<file path="config.mk">
export PLATFORM = sky130hd
export DESIGN_NAME = wtss_front_flat
export DESIGN_NICKNAME = d
export VERILOG_FILES = /design/src/wtss_pkg.sv /design/src/wtss_ifs.sv /design/src/wtss_front.sv /design/src/flat_wrapper.sv
export SDC_FILE = /design/constraint.sdc
export NUM_CORES = 1
export LEC_CHECK = 0
export BUFFER_PORTS_ARGS = -buffer_cell sky130_fd_sc_hd__buf_4
export CAP_MARGIN = 5
export CORE_MARGIN = 1
export CORE_UTILIZATION = 42
export DETAILED_ROUTE_END_ITERATION = 10
export GPL_TIMING_DRIVEN = 0
export PLACE_DENSITY_LB_ADDON = 0.12
export SYNTH_ARGS = -nofsm -noshare
export SYNTH_HDL_FRONTEND = slang
export SYNTH_SLANG_ARGS = --single-unit
</file>
<file path="constraint.sdc">
create_clock -name vclk -period 2.9
set_input_delay 0.145 -clock vclk [all_inputs]
set_output_delay 0.145 -clock vclk [all_outputs]
set_load 0.01 [all_outputs]
</file>
<file path="src/wtss_pkg.sv">
// Shared types and constants of the wave-terrain spline sampler.
`timescale 1ns / 1ps

package wtss_pkg;

    // Fixed field widths
    localparam int ROW_W    = 3;
    localparam int COL_W    = 10;
    localparam int WORD_W   = 15;
    localparam int CV_W     = 12;
    localparam int SAMPLE_W = 12;
    localparam int IDX_W    = 3;

    // Horner accumulator width and spline gain
    localparam int T_W = 28;
    localparam logic signed [20:0] SPLINE_K = 21'sd699051;

    // Job queue geometry
    localparam int Q_DEPTH = 4;
    localparam int Q_PTR_W = 2;
    localparam int Q_CNT_W = 3;

    // Register indexes
    localparam logic [IDX_W-1:0] REG_X_OFFSET     = 3'd0;
    localparam logic [IDX_W-1:0] REG_Y_OFFSET     = 3'd1;
    localparam logic [IDX_W-1:0] REG_X_WRAP       = 3'd2;
    localparam logic [IDX_W-1:0] REG_Y_WRAP       = 3'd3;
    localparam logic [IDX_W-1:0] REG_COMBINE_MODE = 3'd4;

    typedef enum logic [1:0] {
        CMB_PRODUCT = 2'd0,
        CMB_SUM     = 2'd1,
        CMB_DIFF    = 2'd2,
        CMB_PHASE   = 2'd3
    } t_comb;

    typedef struct packed {
        logic [CV_W-1:0] x_offset;
        logic [CV_W-1:0] y_offset;
        logic            x_wrap;
        logic            y_wrap;
        t_comb           combine_mode;
    } t_cfg;

    // One classified item on its way to the back end
    typedef struct packed {
        logic              is_wr;
        logic              wr_ok;
        logic [ROW_W-1:0]  row;
        logic [COL_W-1:0]  col;
        logic [WORD_W-1:0] data;
        logic [WORD_W-1:0] xi;
        logic [WORD_W-1:0] yi;
        logic [CV_W-1:0]   z;
    } t_job;

endpackage

</file>
<file path="src/wtss_ifs.sv">
// Channel interfaces: input items, result samples and register writes.
`timescale 1ns / 1ps

interface wtss_in_if;
    logic        valid;
    logic        ready;
    logic        mode;
    logic [2:0]  table_row;
    logic [9:0]  table_col;
    logic [14:0] table_data;
    logic [11:0] x_cv;
    logic [11:0] y_cv;
    logic [11:0] z_morph;

    modport source (output valid, mode, table_row, table_col, table_data, x_cv, y_cv,
                    z_morph, input ready);
    modport sink (input valid, mode, table_row, table_col, table_data, x_cv, y_cv,
                  z_morph, output ready);
endinterface


</file>
<file path="src/wtss_front.sv">
// Front end: takes input beats, maps the CVs to table indexes, checks writes.
`timescale 1ns / 1ps

module wtss_front #(
    parameter int FAMILY_ROWS = 5,
    parameter int ROW_LENGTH  = 517
) (
    wtss_in_if.sink           i_in,
    input  wtss_pkg::t_cfg    i_cfg,
    input  logic              i_full,
    output logic              o_push,
    output wtss_pkg::t_job    o_job
);

    // Position 8*(off-2048-cv), folded or wrapped to 15 bits
    function automatic logic [14:0] axis_index(input logic [11:0] cv,
                                               input logic [11:0] off,
                                               input logic        wrap);
        logic signed [13:0] d;
        logic [14:0]        low;
        d   = $signed({2'b00, off}) - 14'sd2048 - $signed({2'b00, cv});
        low = {d[11:0], 3'b000};
        if (!wrap && d[12]) begin
            return ~low;
        end
        return low;
    endfunction

    // Accept whenever the queue has room
    assign i_in.ready = !i_full;
    assign o_push     = i_in.valid && !i_full;

    // Classify the beat
    always_comb begin
        o_job.is_wr = !i_in.mode;
        o_job.wr_ok = (int'(i_in.table_row) < FAMILY_ROWS) &&
                      (int'(i_in.table_col) < ROW_LENGTH);
        o_job.row   = i_in.table_row;
        o_job.col   = i_in.table_col;
        o_job.data  = i_in.table_data;
        o_job.xi    = axis_index(i_in.x_cv, i_cfg.x_offset, i_cfg.x_wrap);
        o_job.yi    = axis_index(i_in.y_cv, i_cfg.y_offset, i_cfg.y_wrap);
        o_job.z     = i_in.z_morph;
    end

endmodule

</file>
<file path="src/flat_wrapper.sv">
// flat-port wrapper written by rule: the top's interface ports become plain ports
module wtss_front_flat 
#(
    parameter int FAMILY_ROWS = 5,
    parameter int ROW_LENGTH  = 517
)
  (i_cfg, i_full, o_push, o_job, i_in_valid, i_in_mode, i_in_table_row, i_in_table_col, i_in_table_data, i_in_x_cv, i_in_y_cv, i_in_z_morph, i_in_ready);
  wtss_in_if i_in_i ();
  input  wtss_pkg::t_cfg i_cfg;
  input  logic i_full;
  output logic o_push;
  output wtss_pkg::t_job o_job;
  input wire logic [$bits(i_in_i.valid)-1:0] i_in_valid;
  input wire logic [$bits(i_in_i.mode)-1:0] i_in_mode;
  input wire logic [$bits(i_in_i.table_row)-1:0] i_in_table_row;
  input wire logic [$bits(i_in_i.table_col)-1:0] i_in_table_col;
  input wire logic [$bits(i_in_i.table_data)-1:0] i_in_table_data;
  input wire logic [$bits(i_in_i.x_cv)-1:0] i_in_x_cv;
  input wire logic [$bits(i_in_i.y_cv)-1:0] i_in_y_cv;
  input wire logic [$bits(i_in_i.z_morph)-1:0] i_in_z_morph;
  output wire logic [$bits(i_in_i.ready)-1:0] i_in_ready;
  assign i_in_i.valid = i_in_valid;
  assign i_in_i.mode = i_in_mode;
  assign i_in_i.table_row = i_in_table_row;
  assign i_in_i.table_col = i_in_table_col;
  assign i_in_i.table_data = i_in_table_data;
  assign i_in_i.x_cv = i_in_x_cv;
  assign i_in_i.y_cv = i_in_y_cv;
  assign i_in_i.z_morph = i_in_z_morph;
  assign i_in_ready = i_in_i.ready;
  wtss_front #(.FAMILY_ROWS(FAMILY_ROWS), .ROW_LENGTH(ROW_LENGTH)) u_core (.i_in(i_in_i), .i_cfg(i_cfg), .i_full(i_full), .o_push(o_push), .o_job(o_job));
endmodule
</file>
==> summary.txt, run 1 <==
Outcome
  – Status: complete, no violations

Route
  – Count of nets left with antenna violations after detail routing: 0
  – Post-detailed-route via-to-cell ratio: 4.63
  – Drt drc: 0
  – Routed wire length: 5270 um
  – DRC violation total after the first TritonRoute iteration: 54
  – Count of TritonRoute iterations in the first routing pass: 4
  – Total via count in the routed design: 2214
  – Per-cell routed wire length: 11.0 um

Timing
  – Post-route fraction of the period consumed by the critical path: 95.3%
  – Tightest hold margin: 0.466 ns
  – Slew of the pin with the lowest slew margin: 0.518 ns
  – Count of final hold-check violations: 0
  – Max Clk Rate: 362 MHz
  – Max-slew headroom: 65.2%
  – Slew Viols, Final: 0
  – Summed negative setup slack over all endpoints: 0 ns
  – RSZ-0062 raised after global routing: no
  – Post-layout min period: 2.76 ns
  – Count of endpoints failing setup in the final report: 0

Cells and area
  – Area taken by flip-flops and latches: 0 sq um
  – Total inserted antenna cells: 0
  – Share of post-route cells with drive strength above 1: 51.3%
  – Final instance area: 0.00333 sq mm
  – Final core occ: 69.2%
  – Area added between synthesis and finish: 55.8%
  – Number of fill cells: 429
  – Final net count: 556
  – Seq Cell Count: 0
  – Area of the multi-input gates: 0.00164 sq mm
  – Clock Buffer Count: 0

Global route
  – Antenna violations before repair: 0
  – Overflow left after global routing: 0
  – Global-route wire length before repair: 8100 um
  – GRT Util Overall: 18.3%
  – Via count of the first global-routing pass: 2029
  – Maximum number of pins on one net before global-route repair: 11

Synthesis
  – Syn Inst Count: 267
  – Most area-consuming cells after synthesis: sky130_fd_sc_hd__ha_1, sky130_fd_sc_hd__buf_4, sky130_fd_sc_hd__xnor2_1, sky130_fd_sc_hd__inv_1, sky130_fd_sc_hd__xnor2_2
  – Post-synth top area cell: sky130_fd_sc_hd__ha_1
  – Synthesis warning total: 0
  – Xor and xnor fraction of the mapped netlist area: 18.5%
  – Number of different library cells in the post-synthesis netlist: 46
  – Complex-gate fraction of the synthesized area: 17.8%
  – Adder-Cell Fraction of Synth Area: 28.8%
  – Mapped Avg Cell Area: 8.02 sq um
  – Simple-gate share of the synthesized area: 9.23%
  – Share of the yosys chip area belonging to registers: 0%
  – Top cell type's share of synthesized area: 26.9%
  – Mapped Nets: 410
  – Portion of netlist area occupied by mux cells: 1.11%
  – Main combinational cell family by area after synthesis: adder cells
  – Netlist Area Pre-Place: 0.00214 sq mm

Min path
  – Class of the tightest hold or removal check: in2out
  – Worst hold path cell count: 2

Clock network
  – Hold bufs inserted after CTS: 0

Setup path
  – Slowest Stage Delay on Critical Path: 0.31 ns
  – Slowest CP cell: sky130_fd_sc_hd__xnor3_1
  – Crit path depth: 12
  – Critical-path cell list: buf_4 -> inv_1 -> ha_4 -> ha_1 -> a211o_1 -> o211ai_1 -> o211ai_1 -> a221oi_2 -> mux2i_1 -> buf_6 -> xnor3_1 -> buf_4
  – Critical path launch point type: input port
  – CP Capture Type: primary output
  – Crit path max-delay family: compound AO/OA/AOI/OAI gates
  – Buffers plus inverters on the worst setup path: 4
  – Category of the most critical setup path: in2out
  – Arrival time at the worst endpoint: 2.62 ns
  – Critical path peak fanout: 5
  – Endpoint required time on the critical path: 2.76 ns

Floorplanning
  – Initial core utilization: 44.4%
  – Area of the core: 0.00482 sq mm
  – Number of rows in the core area: 25
  – Number of placed I/O pins: 169
  – Die Width: 73.4 um
  – Overall die height: 73.4 um
  – Total Die Area: 0.00539 sq mm

Placed design
  – I/O Buffers: 140
  – Routability congestion estimate: 0.787
  – Dpl cell area: 0.00328 sq mm
  – Detail Placement HPWL: 4640 um

Power
  – Total leakage power: 1.90 nW
  – Maximum vdd drop: 0.000164 V
  – Power density normalized to cell area: 307 mW/mm^2
  – Power after layout: 1.02 mW

Job
  – Max Cap Viol: 0
==> power by group <==
part | internal [mW] | switching [mW]
clock network | 0 | 0
logic | 0.572 | 0.453
registers | 0 | 0
total | 0.572 | 0.453
==> cell families after synthesis <==
family | count (synthesis)
buffers and inverters | 91
AOI/OAI and AO/OA | 50
adders and majority gates | 48
and+or+nand+nor | 40
xor gates and xnor gates | 36
muxes | 2
==> per-stage QoR <==
step	std cells	setup WS (ns)
floorplan	267	0.398
global placement	474	0.0213
detailed placement	474	0.00621
CTS	474	0.0188
global route	478	0.00142
finish	478	0.138
==> routing by layer <==
metal / global-route usage (%) / share of wire, %
met1: 19.8 / 37
met4: 0.214 / 0
met5: 0 / 0
met3: 2.06 / 9.6
met2: 39.3 / 53
==> what timing repair did <==
item                                    4_1_cts  5_1_grt
endpoints found under the setup margin        2        9
endpoints found under the hold margin         0        0
buffers inserted                              0        4
resized for setup                             2        2
pin swaps                                     0        1
==> synthesized netlist by cell type, types with 2 or more instances <==
master,number
sky130_fd_sc_hd__xnor2_1,24
sky130_fd_sc_hd__nor2_1,13
sky130_fd_sc_hd__a21oi_1,12
sky130_fd_sc_hd__inv_1,44
sky130_fd_sc_hd__nand3_1,3
sky130_fd_sc_hd__o22ai_1,2
sky130_fd_sc_hd__buf_4,45
sky130_fd_sc_hd__o21ai_0,7
sky130_fd_sc_hd__nand2b_1,2
sky130_fd_sc_hd__o211ai_1,2
sky130_fd_sc_hd__xnor2_2,7
sky130_fd_sc_hd__ha_1,46
sky130_fd_sc_hd__nor3_1,5
sky130_fd_sc_hd__o21a_1,3
sky130_fd_sc_hd__xor2_2,2
sky130_fd_sc_hd__o21ai_2,2
sky130_fd_sc_hd__fa_1,2
sky130_fd_sc_hd__nand2_1,6
sky130_fd_sc_hd__xor2_1,2
sky130_fd_sc_hd__nor2b_1,6
sky130_fd_sc_hd__a21o_1,4
sky130_fd_sc_hd__a211oi_1,4
==> worst paths after layout <==
check / start / endpoint
setup / recovery: i_in_x_cv[2] / o_job[40]
hold / removal: i_in_z_morph[5] / o_job[5]
==> layout make-up <==
| type | count | area share [%] |
|---|---|---|
| inverter | 45 | 5.07 |
| multi-input combinational | 176 | 49.0 |
| buffer | 46 | 10.8 |
| tap | 67 | 2.51 |
| timing repair buffer | 144 | 32.5 |
==> layout by cell type, fill, tap and decap left out, types with 5 or more instances in the layout <==
cell type	instances
sky130_fd_sc_hd__nor2_1	13
sky130_fd_sc_hd__a21oi_1	12
sky130_fd_sc_hd__ha_1	45
sky130_fd_sc_hd__inv_1	44
sky130_fd_sc_hd__xnor2_2	7
sky130_fd_sc_hd__nor3_1	5
sky130_fd_sc_hd__xnor2_1	24
sky130_fd_sc_hd__o21ai_0	7
sky130_fd_sc_hd__nand2_1	6
sky130_fd_sc_hd__buf_4	187
sky130_fd_sc_hd__nor2b_1	6
No activity file was read; power rests on OpenSTA's default activity.
==> run 2: changes to the inputs <==
==> constraint.sdc (replaced) <==
create_clock -name vclk -period 2.9
set_input_delay 0.58 -clock vclk [all_inputs]
set_output_delay 0.58 -clock vclk [all_outputs]
set_load 0.01 [all_outputs]
==> run 2 against run 1 <==
  * Final cell count increased by 2.1%
  * Clock-buffer cell count unchanged
  * Largest power group unchanged
  * Hold slack improved by 0.87 ns
  * The run now ends with setup timing left
  * Design area is 26% higher
  * Power up 43%
  * Largest cell class unchanged
  * Wire length is 40% higher
  * Maximum frequency shrank 21%
==> summary.txt, run 2 (synthesis results as in run 1) <==
Cells and area
  – Final instance area: 0.00421 sq mm
  – Seq Cell Count: 0
  – Clock Buffer Count: 0
  – Area taken by flip-flops and latches: 0 sq um
  – Area added between synthesis and finish: 96.7%
  – Share of post-route cells with drive strength above 1: 67.5%
  – Filler-free cell count of the finished design: 488
  – Total inserted antenna cells: 0
  – Number of fill cells: 254
  – Top library cells by usage in the layout, fill and taps aside: sky130_fd_sc_hd__buf_4, sky130_fd_sc_hd__inv_1, sky130_fd_sc_hd__buf_6
  – Final core occ: 87.4%
  – Most common library cell in the layout ignoring fill and taps: sky130_fd_sc_hd__buf_4
  – Area of the multi-input gates: 0.00224 sq mm
  – Final net count: 566

Timing
  – Max-slew headroom: 71.5%
  – Minimum setup slack in the final design: -0.580 ns
  – Count of final hold-check violations: 0
  – Count of endpoints failing setup in the final report: 30
  – Slew Viols, Final: 0
  – RSZ-0062 raised after global routing: yes
  – Slew of the pin with the lowest slew margin: 0.422 ns
  – Max Clk Rate: 287 MHz
  – Post-layout min period: 3.48 ns
  – Tightest hold margin: 1.34 ns
  – Post-route fraction of the period consumed by the critical path: 120%

Route
  – Post-detailed-route via-to-cell ratio: 5.01
  – Total via count in the routed design: 2446
  – Drt drc: 0
  – DRC violation total after the first TritonRoute iteration: 110
  – Routed wire length: 7380 um
  – Per-cell routed wire length: 15.1 um
  – Count of TritonRoute iterations in the first routing pass: 4
  – Count of nets left with antenna violations after detail routing: 0

Global route
  – Via count of the first global-routing pass: 2246
  – GRT Util Overall: 23.6%
  – Overflow left after global routing: 0
  – Maximum number of pins on one net before global-route repair: 7
  – Global-route wire length before repair: 10000 um
  – Antenna violations before repair: 0

Setup path
  – CP Capture Type: primary output
  – Arrival time at the worst endpoint: 2.90 ns
  – Critical path peak fanout: 6
  – Critical path launch point type: input port
  – Category of the most critical setup path: in2out
  – Endpoint required time on the critical path: 2.32 ns

Floorplanning
  – Die Width: 73.4 um
  – Number of rows in the core area: 25
  – Area of the core: 0.00482 sq mm
  – Overall die height: 73.4 um
  – Total Die Area: 0.00539 sq mm
  – Number of placed I/O pins: 169
  – Initial core utilization: 44.4%

Placed design
  – Worst setup slack after placement: -0.626 ns
  – Detail Placement HPWL: 5160 um
  – Routability congestion estimate: 0.820
  – Dpl cell area: 0.00372 sq mm
  – Placed Cells incl. Taps: 474
  – I/O Buffers: 140

Power
  – Register share of total power: 0%
  – Maximum vdd drop: 0.000191 V
  – Total leakage power: 2.10 nW
  – Power density normalized to cell area: 347 mW/mm^2
  – Int Power: 0.832 mW
  – Relative contribution of the clock network to total power: 0%
  – Switching Fraction: 43.0%
  – Gate power share: 100.0%
  – Sw Pwr: 0.629 mW

Outcome
  – Status: finished with violations
  – Violated checks: setup timing

Job
  – Max Cap Viol: 0

Min path
  – Class of the tightest hold or removal check: in2out

Clock network
  – Hold bufs inserted after CTS: 0
[run 2: per-stage QoR]
stage          TNS (ns)  power (mW)
2_1_floorplan     -3.18       0.775
3_3_place_gp     -14.22        1.16
3_5_place_dp     -15.29        1.19
4_1_cts          -12.96        1.35
5_1_grt          -15.98        1.55
6_report         -14.08        1.46
[run 2: layer usage]
layer  GRT usage, %  wire length [um]
met2           51.1              4200
met4           2.56               166
met5              0                 0
met3           2.47               535
met1           24.3              2480
[run 2: critical path, cell delays in order]
cell	delay (ns)
sky130_fd_sc_hd__buf_8	0.08
sky130_fd_sc_hd__inv_8	0.03
sky130_fd_sc_hd__ha_4	0.27
sky130_fd_sc_hd__ha_4	0.19
sky130_fd_sc_hd__a211o_1	0.27
sky130_fd_sc_hd__o211ai_1	0.17
sky130_fd_sc_hd__o211ai_1	0.16
sky130_fd_sc_hd__a221oi_2	0.27
sky130_fd_sc_hd__mux2i_1	0.26
sky130_fd_sc_hd__buf_6	0.20
sky130_fd_sc_hd__xnor3_1	0.27
sky130_fd_sc_hd__buf_6	0.14
[run 2: what timing repair did]
item                       4_1_cts  5_1_grt
setup buffers                   13        1
setup endpoints to repair       30       30
pin swaps                       28        5
gates cloned                     1        0
resized for setup               41       26
[run 2: area by class of cell]
type	instances	area share, %
timing repair buffer	155	31.6
inverter	45	4.78
multi-input combinational	176	53.2
tap	67	1.99
buffer	45	8.47
[run 2: path summary, 6_finish.rpt]
kind | start | to | depth (start not counted)
max | i_in_x_cv[2] | o_job[40] | 12
min | i_in_z_morph[8] | o_job[8] | 2
[run 2: power groups by stage]
stage	clock network, mW	registers, mW	logic (mW)
after global placement	0	0	1.16
after CTS	0	0	1.35
after global routing	0	0	1.55
after detailed placement	0	0	1.19
after floorplan	0	0	0.775
final	0	0	1.46
