==> src/wtss_pkg.sv <==
// Shared types and constants of the wave-terrain spline sampler.
`timescale 1ns / 1ps

package wtss_pkg;

    // Fixed field widths
    localparam int ROW_W    = 3;
    localparam int COL_W    = 10;
    localparam int WORD_W   = 15;
    localparam int CV_W     = 12;
    localparam int SAMPLE_W = 12;
    localparam int IDX_W    = 3;

    // Horner accumulator width and spline gain
    localparam int T_W = 28;
    localparam logic signed [20:0] SPLINE_K = 21'sd699051;

    // Job queue geometry
    localparam int Q_DEPTH = 4;
    localparam int Q_PTR_W = 2;
    localparam int Q_CNT_W = 3;

    // Register indexes
    localparam logic [IDX_W-1:0] REG_X_OFFSET     = 3'd0;
    localparam logic [IDX_W-1:0] REG_Y_OFFSET     = 3'd1;
    localparam logic [IDX_W-1:0] REG_X_WRAP       = 3'd2;
    localparam logic [IDX_W-1:0] REG_Y_WRAP       = 3'd3;
    localparam logic [IDX_W-1:0] REG_COMBINE_MODE = 3'd4;

    typedef enum logic [1:0] {
        CMB_PRODUCT = 2'd0,
        CMB_SUM     = 2'd1,
        CMB_DIFF    = 2'd2,
        CMB_PHASE   = 2'd3
    } t_comb;

    typedef struct packed {
        logic [CV_W-1:0] x_offset;
        logic [CV_W-1:0] y_offset;
        logic            x_wrap;
        logic            y_wrap;
        t_comb           combine_mode;
    } t_cfg;

    // One classified item on its way to the back end
    typedef struct packed {
        logic              is_wr;
        logic              wr_ok;
        logic [ROW_W-1:0]  row;
        logic [COL_W-1:0]  col;
        logic [WORD_W-1:0] data;
        logic [WORD_W-1:0] xi;
        logic [WORD_W-1:0] yi;
        logic [CV_W-1:0]   z;
    } t_job;

endpackage

==> src/wtss_queue.sv <==
// Short job queue between the front and back ends.
`timescale 1ns / 1ps

module wtss_queue (
    input  logic           i_clk,
    input  logic           i_rst_n,
    input  logic           i_push,
    input  wtss_pkg::t_job i_job,
    input  logic           i_pop,
    output logic           o_full,
    output logic           o_valid,
    output wtss_pkg::t_job o_job
);

    wtss_pkg::t_job                r_buf [wtss_pkg::Q_DEPTH];
    logic [wtss_pkg::Q_PTR_W-1:0]  r_wr_ptr;
    logic [wtss_pkg::Q_PTR_W-1:0]  r_rd_ptr;
    logic [wtss_pkg::Q_CNT_W-1:0]  r_count;
    logic                          pop_ok;

    function automatic logic [wtss_pkg::Q_CNT_W-1:0] Q_CNT_1(input logic b);
        return {{(wtss_pkg::Q_CNT_W-1){1'b0}}, b};
    endfunction

    assign o_full  = (r_count == wtss_pkg::Q_CNT_W'(wtss_pkg::Q_DEPTH));
    assign o_valid = (r_count != '0);
    assign o_job   = r_buf[r_rd_ptr];
    assign pop_ok  = i_pop && o_valid;

    // Store incoming beats
    always_ff @(posedge i_clk) begin
        if (i_push) begin
            r_buf[r_wr_ptr] <= i_job;
        end
    end

    // Advance pointers and occupancy
    always_ff @(posedge i_clk) begin
        if (!i_rst_n) begin
            r_wr_ptr <= '0;
            r_rd_ptr <= '0;
            r_count  <= '0;
        end else begin
            if (i_push) begin
                r_wr_ptr <= r_wr_ptr + 1'b1;
            end
            if (pop_ok) begin
                r_rd_ptr <= r_rd_ptr + 1'b1;
            end
            r_count <= r_count + Q_CNT_1(i_push) - Q_CNT_1(pop_ok);
        end
    end

`ifndef ASSERT_OFF
    a_count_bound: assert property (@(posedge i_clk) disable iff (!i_rst_n)
        r_count <= wtss_pkg::Q_CNT_W'(wtss_pkg::Q_DEPTH))
        else $error("queue occupancy above depth");
    a_no_push_full: assert property (@(posedge i_clk) disable iff (!i_rst_n)
        !(i_push && o_full))
        else $error("push into a full queue");
`endif

endmodule

==> config.mk <==
export PLATFORM = sky130hd
export DESIGN_NAME = wtss_queue
export DESIGN_NICKNAME = d
export VERILOG_FILES = /design/src/wtss_pkg.sv /design/src/wtss_queue.sv
export SDC_FILE = /design/constraint.sdc
export NUM_CORES = 1
export LEC_CHECK = 0
export ABC_AREA = 1
export BUFFER_PORTS_ARGS = -buffer_cell sky130_fd_sc_hd__buf_2
export CAP_MARGIN = 40
export CORE_MARGIN = 4
export CORE_UTILIZATION = 45
export DETAILED_ROUTE_END_ITERATION = 8
export GPL_ROUTABILITY_DRIVEN = 0
export GPL_TIMING_DRIVEN = 1
export HOLD_SLACK_MARGIN = 0.06
export MAX_ROUTING_LAYER = met4
export PLACE_DENSITY_LB_ADDON = 0.15
export REMOVE_ABC_BUFFERS = 1
export SYNTH_ARGS = -nofsm -noshare
export SYNTH_HDL_FRONTEND = slang
export SYNTH_SLANG_ARGS = --single-unit
==> constraint.sdc <==
create_clock -name i_clk -period 2.25 [get_ports i_clk]
set_input_delay 0.1125 -clock i_clk [delete_from_list [all_inputs] [get_ports i_clk]]
set_output_delay 0.1125 -clock i_clk [all_outputs]
set_load 0.005 [all_outputs]
==> results.md, run 1 <==
* ANT cells at 0
* GRT Overall Usage at 0.173
* Synth Register Bits at 297
* Antenna viol nets, final at 0
* Antenna violations before repair at 0
* Slew headroom at 0.646
* Clk pin slew, worst setup/hold paths at about 0.06 ns
* Avg Cell Area, Syn at between 15 and 20 um^2
* Vias in the first global route at about 7000
* Max-slew violations at 0
* HP Start: i_job[60]
* Via-to-Cell Ratio at just over 5
* Leading area contributor after synthesis: edfxtp_1
* I/O Pins at 150
* CP max-delay cell: dfxtp_4
* Final setup fails at 0
* CP Class: reg2out
* Status: complete, no violations
* Worst hold stages at 2
* CP Cell Sequence: inv_8, buf_12, o21ai_0, o22ai_2, buf_2
* Crit path max fanout at 48
* Critical Path RT at about 2.1 ns
* Dpl cell area at about 13000 um^2
* Critical path buffers and inverters at 3
* Die Span Y at between 150 and 200 um
* Die area at 28300 um^2
* # port buffers at between 100 and 150
* Vias at 6946
* Root Driver: clkbuf_16
* DRC at 0
* Placed cells at 1207
* First-pass GRT wire length at 37900 um
* Global route overflow at 0
* R2R depth at 8
* Share of cells above drive strength 1 at 0.321
* CTS buffer count at 31
* Worst Setup End Kind: output port
* Crit-path leading delay family: buffers and inverters
* HP Class: in2reg
* Synth cell types at 23
* Worst EP arrival at just under 2 ns
* Synth warn at 0
* Routed WL at ~25000 um
* Worst r2r dst: r_count[2]$_SDFF_PN0_
* Clock sink count at ~300
* DRC marker count from the first detailed-route iteration at between 400 and 500
* Final worst slack at ~0.20 ns
* Die Span X at around 170 um
* Clk_skew at approximately 0.0059 ns
* Largest net degree at the start of global routing at between 100 and 150
* Gate Count Post-Synth at between 700 and 800
* Hold worst-path end: r_buf[3][60]$_DFFE_PP_
* Top cell type's share of synthesized area at 0.749
* HPWL Detailed at ~13000 um
* Mapped cell area at 11600 um^2
* PwrDens at 1020 nW/um^2
* Fin util at 0.577
* Period Utilization, post-route at 0.912
* Reg2reg setup slack at around 0.50 ns
* Leak at 5.16 nW
* Fin crit period at approximately 2.1 ns
* Core area at 25300 um^2
* Non-filler cells, final at around 1300
* Pre-Repair DR Iteration Count at 5
* WL per Instance at between 15 and 20 um
* Worst r2r src: r_count[1]$_SDFF_PN0_
* Initial core utilization at 0.457
* CP max stage delay at 0.39 ns
* Startpoint types: flip-flop
* Final Cell Area at 14600 um^2
* CTS tree: done
* Nets at between 1000 and 1500
* Row cnt at 58
* Seq/Total Area, Yosys at 0.764
* Unrepaired setup endpoints after global routing: no
* # H-tree levels at 1
* Max clock buf depth at 3
* Clk_lat worst skew at approximately 0.54 ns
* Max-cap violations at 0
* Layout area overhead at 26.2%
* Worst Max-Slew Pin Slew at ~0.53 ns
* Largest cells by area after synthesis: edfxtp_1 75%, o21ai_0 5.9%, o22ai_2 5.4%
* Hold Violations, Final at 0
* VDD IR max at ~0.0007 V
* Pre-CTS worst setup slack at roughly 0.5 ns
* Fmax at just under 0.5 GHz
* Postcts setup bufs at 0
==> how the worst max path moves through the flow <==
stage                            end                   from  depth (start not counted)  slack (ns)
2_1_floorplan              o_job[10]              flip-flop                          3       -1.70
6_report                   o_job[43]              flip-flop                          5        0.20
3_3_place_gp   r_count[2]$_SDFF_PN0_  r_count[1]$_SDFF_PN0_                          8        0.53
3_5_place_dp   r_count[2]$_SDFF_PN0_  r_count[1]$_SDFF_PN0_                          8        0.50
4_1_cts                    o_job[67]              flip-flop                          4       0.009
5_1_grt                    o_job[63]              flip-flop                          5        0.03
==> final cells by class <==
type	instances	area [um^2]
inverter	17	78.8
timing repair buffer	242	1800
fill	2010	10700
multi-input combinational	397	2370
clock inverter	17	214
tap	330	413
clock buffer	41	863
sequential	297	8840
==> worst reg2reg max path, stage by stage (launching register included) <==
cell      delay [ns]
dfxtp_1         0.33
nor2_1          0.13
a21boi_0        0.10
ha_1            0.28
inv_1           0.04
ha_1            0.19
fa_1            0.41
a21oi_1         0.12
nor2_1          0.05
==> metal layers <==
metal	global-route usage	wire, um	up-vias
met5	-	0	-
met4	0.0385	357	0
met3	0.0315	1410	29
met2	0.294	12500	173
met1	0.218	10900	3443
li1	-	-	3301
==> placed cells by master (no fill, tap or decap), types with 2 or more instances in the layout <==
| master | Yosys | routed |
|---|---|---|
| clkbuf_16 | 0 | 32 |
| clkbuf_1 | 13 | 5 |
| nand2_1 | 14 | 14 |
| buf_4 | 1 | 5 |
| clkbuf_8 | 0 | 6 |
| o22ai_2 | 50 | 50 |
| dfxtp_4 | 0 | 2 |
| ha_1 | 6 | 6 |
| nor2_2 | 50 | 50 |
| inv_1 | 15 | 11 |
| buf_12 | 1 | 10 |
| dlygate4sd3_1 | 0 | 75 |
| o22ai_1 | 22 | 22 |
| clkinv_1 | 0 | 3 |
| nor2_1 | 100 | 100 |
| bufinv_16 | 0 | 5 |
| a21oi_1 | 5 | 5 |
| o21ai_0 | 136 | 136 |
| o21ai_1 | 10 | 10 |
| buf_2 | 17 | 149 |
| edfxtp_1 | 288 | 288 |
| nand3_1 | 2 | 2 |
| clkinv_2 | 0 | 11 |
| dfxtp_1 | 9 | 7 |
==> flip-flops by register name (all words and copies together), names as in the netlist, named ones only <==
signal    flops
r_rd_ptr      2
r_wr_ptr      2
r_buf       288
r_count       3
==> kinds of logic (layout without fill, tap and decap cells) <==
group | Yosys count | count (layout) | synth area share
buf+inv | 63 | 317 | 0.0305
flops | 297 | 297 | 0.764
simple gates | 166 | 166 | 0.0650
fa+ha+maj | 7 | 7 | 0.00823
compound gates | 224 | 224 | 0.132
==> synthesized netlist by cell type, drive strengths merged <==
library cell    n
edfxtp        288
nor2          150
o21ai         146
o22ai          72
buf            27
clkbuf         19
inv            17
nand2          14
dfxtp           9
ha              6
a21oi           5
nand3           2
a21boi          1
fa              1
==> report_power, final <==
part           total (mW)  internal [mW]  switching, mW  leakage [nW]
Clock                5.27           3.26           2.02         0.535
Sequential           6.45           6.35          0.102          2.72
Combinational        3.16           1.25           1.91          1.91
Total                14.9           10.9           4.02          5.16
==> through the flow <==
| stage | hold slack (ns) | total power, mW | TNS, ns |
|---|---|---|---|
| 2_1_floorplan | 0.206 | 8.23 | -160.22 |
| 3_3_place_gp | 0.328 | 9.53 | 0 |
| 3_5_place_dp | 0.328 | 9.58 | 0 |
| 4_1_cts | 0.284 | 15.0 | 0 |
| 5_1_grt | 0.310 | 15.6 | 0 |
| 6_report | 0.316 | 14.9 | 0 |
==> what timing repair did <==
item	CTS	global route
hold buffers	75	0
gates cloned	0	1
setup endpoints to repair	47	33
endpoints found under the hold margin	297	0
resized for setup	1	4
(Power assumes the default switching activity.)
==> inputs of run 2 (changes only) <==
CTS_BUF_LIST = sky130_fd_sc_hd__clkbuf_8   (was unset)
REMOVE_ABC_BUFFERS = unset   (was 1)
clock period = 2.2 ns   (was 2.25 ns; I/O delays follow)
==> run 2 against run 1 <==
- cell count up 2.5%
- global-route usage up 0.24 points
- non-clock buffer count up 2
- via count decreased by 0.53%
- combinational power barely moved
- sequential cell count did not move
- wire length decreased by 3.5%
- clock skew grew 0.0080 ns
- sequential share of layout area grew 1.1 points
- critical endpoint is now o_job[62]
==> results.md, run 2 (synthesized netlist as in run 1, its figures left out) <==
* HPWL Detailed at ~13000 um
* HP Class: in2reg
* # H-tree levels at 2
* Root Driver: clkbuf_8
* VDD IR max at 0.000671 V
* CTS buffer count at 49
* Worst r2r dst: r_count[2]$_SDFF_PN0_
* Via-to-Cell Ratio at 5.03
* Initial core utilization at 0.457
* Routed WL at between 20000 and 25000 um
* CP Class: reg2out
* Grt met2 use at 0.289
* Clock sink count at 297
* GRT Overall Usage at 0.175
* Max reg flops at 288
* Die Span X at roughly 170 um
* Clk_skew at between 0.01 and 0.015 ns
* Final worst slack at ~0.16 ns
* Critical Path RT at approximately 2.1 ns
* DRC marker count from the first detailed-route iteration at 491
* Antenna viol nets, final at 0
* Most common cell after layout, fill and taps aside: edfxtp_1
* Vias at approximately 6900
* Max-cap violations at 0
* Slew headroom at 0.675
* Met3 Usage GRT at 0.0446
* Antenna violations before repair at 2
* Worst r2r src: r_count[1]$_SDFF_PN0_
* Crit path max fanout at 62
* Routing usage on met1 at 0.218
* Worst EP arrival at between 1.5 and 2 ns
* Vias in the first global route at ~7000
* Hold Violations, Final at 0
* Row cnt at slightly below 60
* First-pass GRT wire length at approximately 38000 um
* Largest net degree at the start of global routing at 83
* PwrDens at between 900 and 1000 nW/um^2
* Status: complete, no violations
* DRC at 0
* Worst Max-Slew Pin Slew at 0.487 ns
* CTS tree: done
* Synth Net Count at 840
* Final setup fails at 0
* Leak at 5.09 nW
* Pre-CTS worst setup slack at roughly 0.45 ns
* Fmax at around 0.5 GHz
* I/O Pins at 150
* Share of cells above drive strength 1 at 0.320
* Die Span Y at 168 um
* Reg with most FFs: r_buf
* Layout area overhead at 23.9%
* Max-slew violations at 0
* WL per Instance at between 15 and 20 um
* Non-filler cells, final at roughly 1400
* Fin crit period at slightly above 2 ns
* Global route overflow at 0
* Clk_lat worst skew at between 0.5 and 0.6 ns
* Final setup TNS at 0 ns
* Nets at ~1100
* Placed cells at 1210
* Unrepaired setup endpoints after global routing: no
* Filler Cell Count at around 2100
* GRT busiest layer: met2
* Worst Setup EP: o_job[62]
* Reg2reg setup slack at 0.46 ns
* Max clock buf depth at 3
* Pre-Repair DR Iteration Count at 4
* Most frequent cells in the layout: 288 x edfxtp_1, 149 x buf_2, 136 x o21ai_0, 100 x nor2_1, 75 x dlygate4sd3_1
* Worst Setup End Kind: output port
* R2R depth at 8
* Clk pin slew, worst setup/hold paths at about 0.06 ns
* # port buffers at around 150
* Startpoint types: flip-flop
* Largest registers: r_buf (288), r_count (3)
* Core area at between 20000 and 30000 um^2
* Postcts setup bufs at 0
* Die area at 28300 um^2
* Min Hold Slack at 0.296 ns
* Period Utilization, post-route at 0.928
run 2: cell count changes in the layout (fill, tap and decap cells not counted), sizes merged:
| cell | change |
|---|---|
| buf | +4 |
| bufinv | -5 |
| clkbuf | +8 |
| clkinv | +1 |
| clkinvlp | +5 |
| diode | +2 |
| inv | +18 |
run 2: layout make-up:
type / count / area (um^2) / share of cell area
Multi-Input combinational cell: 397 / 2370 / 0.166
Clock buffer: 51 / 702 / 0.0490
Antenna cell: 2 / 5.00 / 0.000349
Sequential cell: 297 / 8830 / 0.617
Tap cell: 330 / 413 / 0.0288
Inverter: 17 / 88.8 / 0.00620
Timing Repair Buffer: 244 / 1750 / 0.122
Clock inverter: 36 / 151 / 0.0106
run 2: power breakdown:
part	internal [mW]	leakage, nW	switching [mW]	total [mW]
clock network	2.14	0.496	2.02	4.16
registers	6.50	2.72	0.0813	6.58
logic	1.26	1.88	1.91	3.17
run 2: worst min path at each step:
stage               startpoint                endpoint  slack [ns]  cells after the start
floorplan              i_rst_n   r_count[1]$_SDFF_PN0_        0.20                      2
global placement     i_job[16]  r_buf[3][16]$_DFFE_PP_        0.33                      1
detailed placement   i_job[51]  r_buf[2][51]$_DFFE_PP_        0.33                      1
CTS                  i_job[52]  r_buf[0][52]$_DFFE_PP_        0.25                      2
global route          i_job[8]   r_buf[2][8]$_DFFE_PP_        0.28                      2
finish               i_job[52]  r_buf[2][52]$_DFFE_PP_        0.30                      2
run 2: routing by layer:
metal	wire, um	share of wire
met1	10200	0.42
met2	12400	0.51
met3	1380	0.057
met4	303	0.013
met5	0	0
run 2: what timing repair did:
item | in CTS | in global routing
hold buffers | 75 | 0
hold endpoints to repair | 297 | 0
gates resized for setup | 2 | 1
setup endpoints to repair | 12 | 1
run 2: worst max-delay path: stages (launching register included):
cell     delay, ns
dfxtp_4       0.40
buf_6         0.39
o21ai_0       0.17
o22ai_1       0.25
buf_2         0.16
run 2: per-stage QoR:
step                      total power, mW  utilization  area [um^2]
after floorplan                      8.64            -        11600
after global placement               9.79        0.503        12700
after detailed placement             9.83        0.503        12700
after CTS                            14.1        0.567        14300
after global routing                 14.7        0.567        14300
final                                13.9        0.567        14300
==> inputs of run 3 (changes only) <==
CELL_PAD_IN_SITES_DETAIL_PLACEMENT = 0   (was unset)
CELL_PAD_IN_SITES_GLOBAL_PLACEMENT = 1   (was unset)
clock period = 2.5 ns   (was 2.2 ns; I/O delays follow)
==> run 3 against run 2 <==
- via count grew 1.5%
- worst setup slack gained 0.10 ns
- power shrank 12%
- first-iteration DRC count grew 7.7%
- worst hold slack gained 0.043 ns
- global-route usage grew 0.24 points
- critical path depth is the same
- highest routed layer unchanged
==> results.md, run 3 (synthesized netlist as in run 1, its figures left out) <==
* Worst r2r dst: r_count[0]$_SDFF_PN0_
* # port buffers at around 150
* Largest net degree at the start of global routing at 145
* GRT Overall Usage at 0.177
* Nets at around 1100
* DRC at 0
* Pre-Repair DR Iteration Count at 5
* Die Span Y at approximately 170 um
* Routed WL at between 20000 and 25000 um
* Vias in the first global route at 7303
* Fin crit period at approximately 2.2 ns
* Clk_lat worst skew at between 0.5 and 0.6 ns
* Slew headroom at 0.581
* Max clock buf depth at 3
* Row cnt at 58
* Root Driver: clkbuf_8
* Fmax at about 0.45 GHz
* Leak at just over 5 nW
* Clk pin slew, worst setup/hold paths at 0.06 ns
* Layout area overhead at 23.4%
* Startpoint types: flip-flop
* Clock sink count at 297
* Core area at about 25000 um^2
* Max-slew violations at 0
* # H-tree levels at 2
* Worst Max-Slew Pin Slew at ~0.63 ns
* Die area at about 28000 um^2
* Final setup fails at 0
* Period Utilization, post-route at 0.895
* CP Class: reg2out
* Worst Setup End Kind: output port
* Antenna viol nets, final at 0
* Max reg flops at around 290
* Filler Cell Count at 2030
* CTS tree: done
* Synth Net Count at between 800 and 900
* Worst r2r src: r_count[1]$_SDFF_PN0_
* Worst Setup EP: o_job[71]
* Hold Violations, Final at 0
* Share of cells above drive strength 1 at 0.316
* Worst EP arrival at between 2 and 2.5 ns
* Final setup TNS at 0 ns
* Status: complete, no violations
* HP Class: in2reg
* Global route overflow at 0
* Antenna violations before repair at 2
* Initial core utilization at 0.457
* PwrDens at approximately 850 nW/um^2
* HPWL Detailed at around 14000 um
* Vias at 7014
* Unrepaired setup endpoints after global routing: no
* Reg with most FFs: r_buf
* R2R depth at 8
* Post-CTS sizing at 0
* Min Hold Slack at roughly 0.34 ns
* I/O Pins at 150
* Critical Path RT at approximately 2.4 ns
* Most frequent cells in the layout: 288 x edfxtp_1, 149 x buf_2, 136 x o21ai_0, 100 x nor2_1, 76 x dlygate4sd3_1
* Clk_skew at between 0.015 and 0.02 ns
* First-pass GRT wire length at approximately 39000 um
* VDD IR max at approximately 0.00044 V
* Reg2reg setup slack at between 0.6 and 0.7 ns
* DRC marker count from the first detailed-route iteration at approximately 530
* Fin util at 0.565
* Max-cap violations at 0
* WL per Instance at approximately 18 um
* Largest registers: r_buf (288), r_count (3)
* Crit path max fanout at roughly 140
* Via-to-Cell Ratio at 5.13
* CTS buffer count at 48
* Die Span X at approximately 170 um
* Most common cell after layout, fill and taps aside: edfxtp_1
[run 3: changes by cell type in the layout (fill, tap and decap cells not counted), moves of 2 or more]
| cell | delta |
|---|---|
| inv_1 | -9 |
| clkinv_1 | +6 |
| clkinvlp_4 | -5 |
| clkinv_2 | +4 |
| buf_6 | -2 |
| clkbuf_8 | -2 |
[run 3: stage by stage]
step	total power [mW]	worst slack [ns]	std cells	area [um^2]
floorplan	7.61	0.0888	757	11600
global placement	8.54	0.772	1208	12700
detailed placement	8.63	0.732	1208	12700
CTS	12.4	0.180	1364	14300
global route	12.9	0.0394	1366	14300
finish	12.2	0.263	1366	14300
[run 3: worst max-delay path, cell delays in order, from the launching register on]
cell and delay (ns):
dfxtp_4 0.38, buf_12 0.42, o21ai_0 0.19, o22ai_1 0.33
buf_2 0.19
[run 3: worst min path at each step]
stage / start / to / slack (ns) / cells after the start
floorplan: i_rst_n / r_count[1]$_SDFF_PN0_ / 0.22 / 2
global placement: i_job[20] / r_buf[2][20]$_DFFE_PP_ / 0.34 / 1
detailed placement: i_job[66] / r_buf[0][66]$_DFFE_PP_ / 0.34 / 1
CTS: i_job[66] / r_buf[2][66]$_DFFE_PP_ / 0.28 / 2
global route: i_job[69] / r_buf[0][69]$_DFFE_PP_ / 0.32 / 2
finish: i_job[8] / r_buf[0][8]$_DFFE_PP_ / 0.34 / 2
[run 3: power breakdown]
part | switching [mW] | total (mW) | internal (mW)
Sequential | 0.0711 | 5.79 | 5.72
Combinational | 1.70 | 2.79 | 1.08
Clock | 1.71 | 3.61 | 1.90
[run 3: layout make-up]
type,instances,area (um^2),share of cell area
Multi-Input combinational cell,397,2370,0.166
Antenna cell,2,5.00,0.000351
Timing Repair Buffer,243,1740,0.122
Inverter,17,76.3,0.00535
Clock buffer,49,674,0.0473
Sequential cell,297,8830,0.619
Clock inverter,31,145,0.0102
Tap cell,330,413,0.0290
[run 3: what timing repair did]
item                      CTS  global route
setup buffers               0             0
hold endpoints to repair  297             0
hold buffers               76             0
[run 3: per-layer routing]
layer	wire length, um	vias to the layer above	GRT usage	part of all wire
met5	0	-	-	0
met3	1490	37	0.0394	0.060
met4	417	0	0.0508	0.017
met2	12300	180	0.291	0.50
li1	-	3337	-	-
met1	10600	3460	0.224	0.43
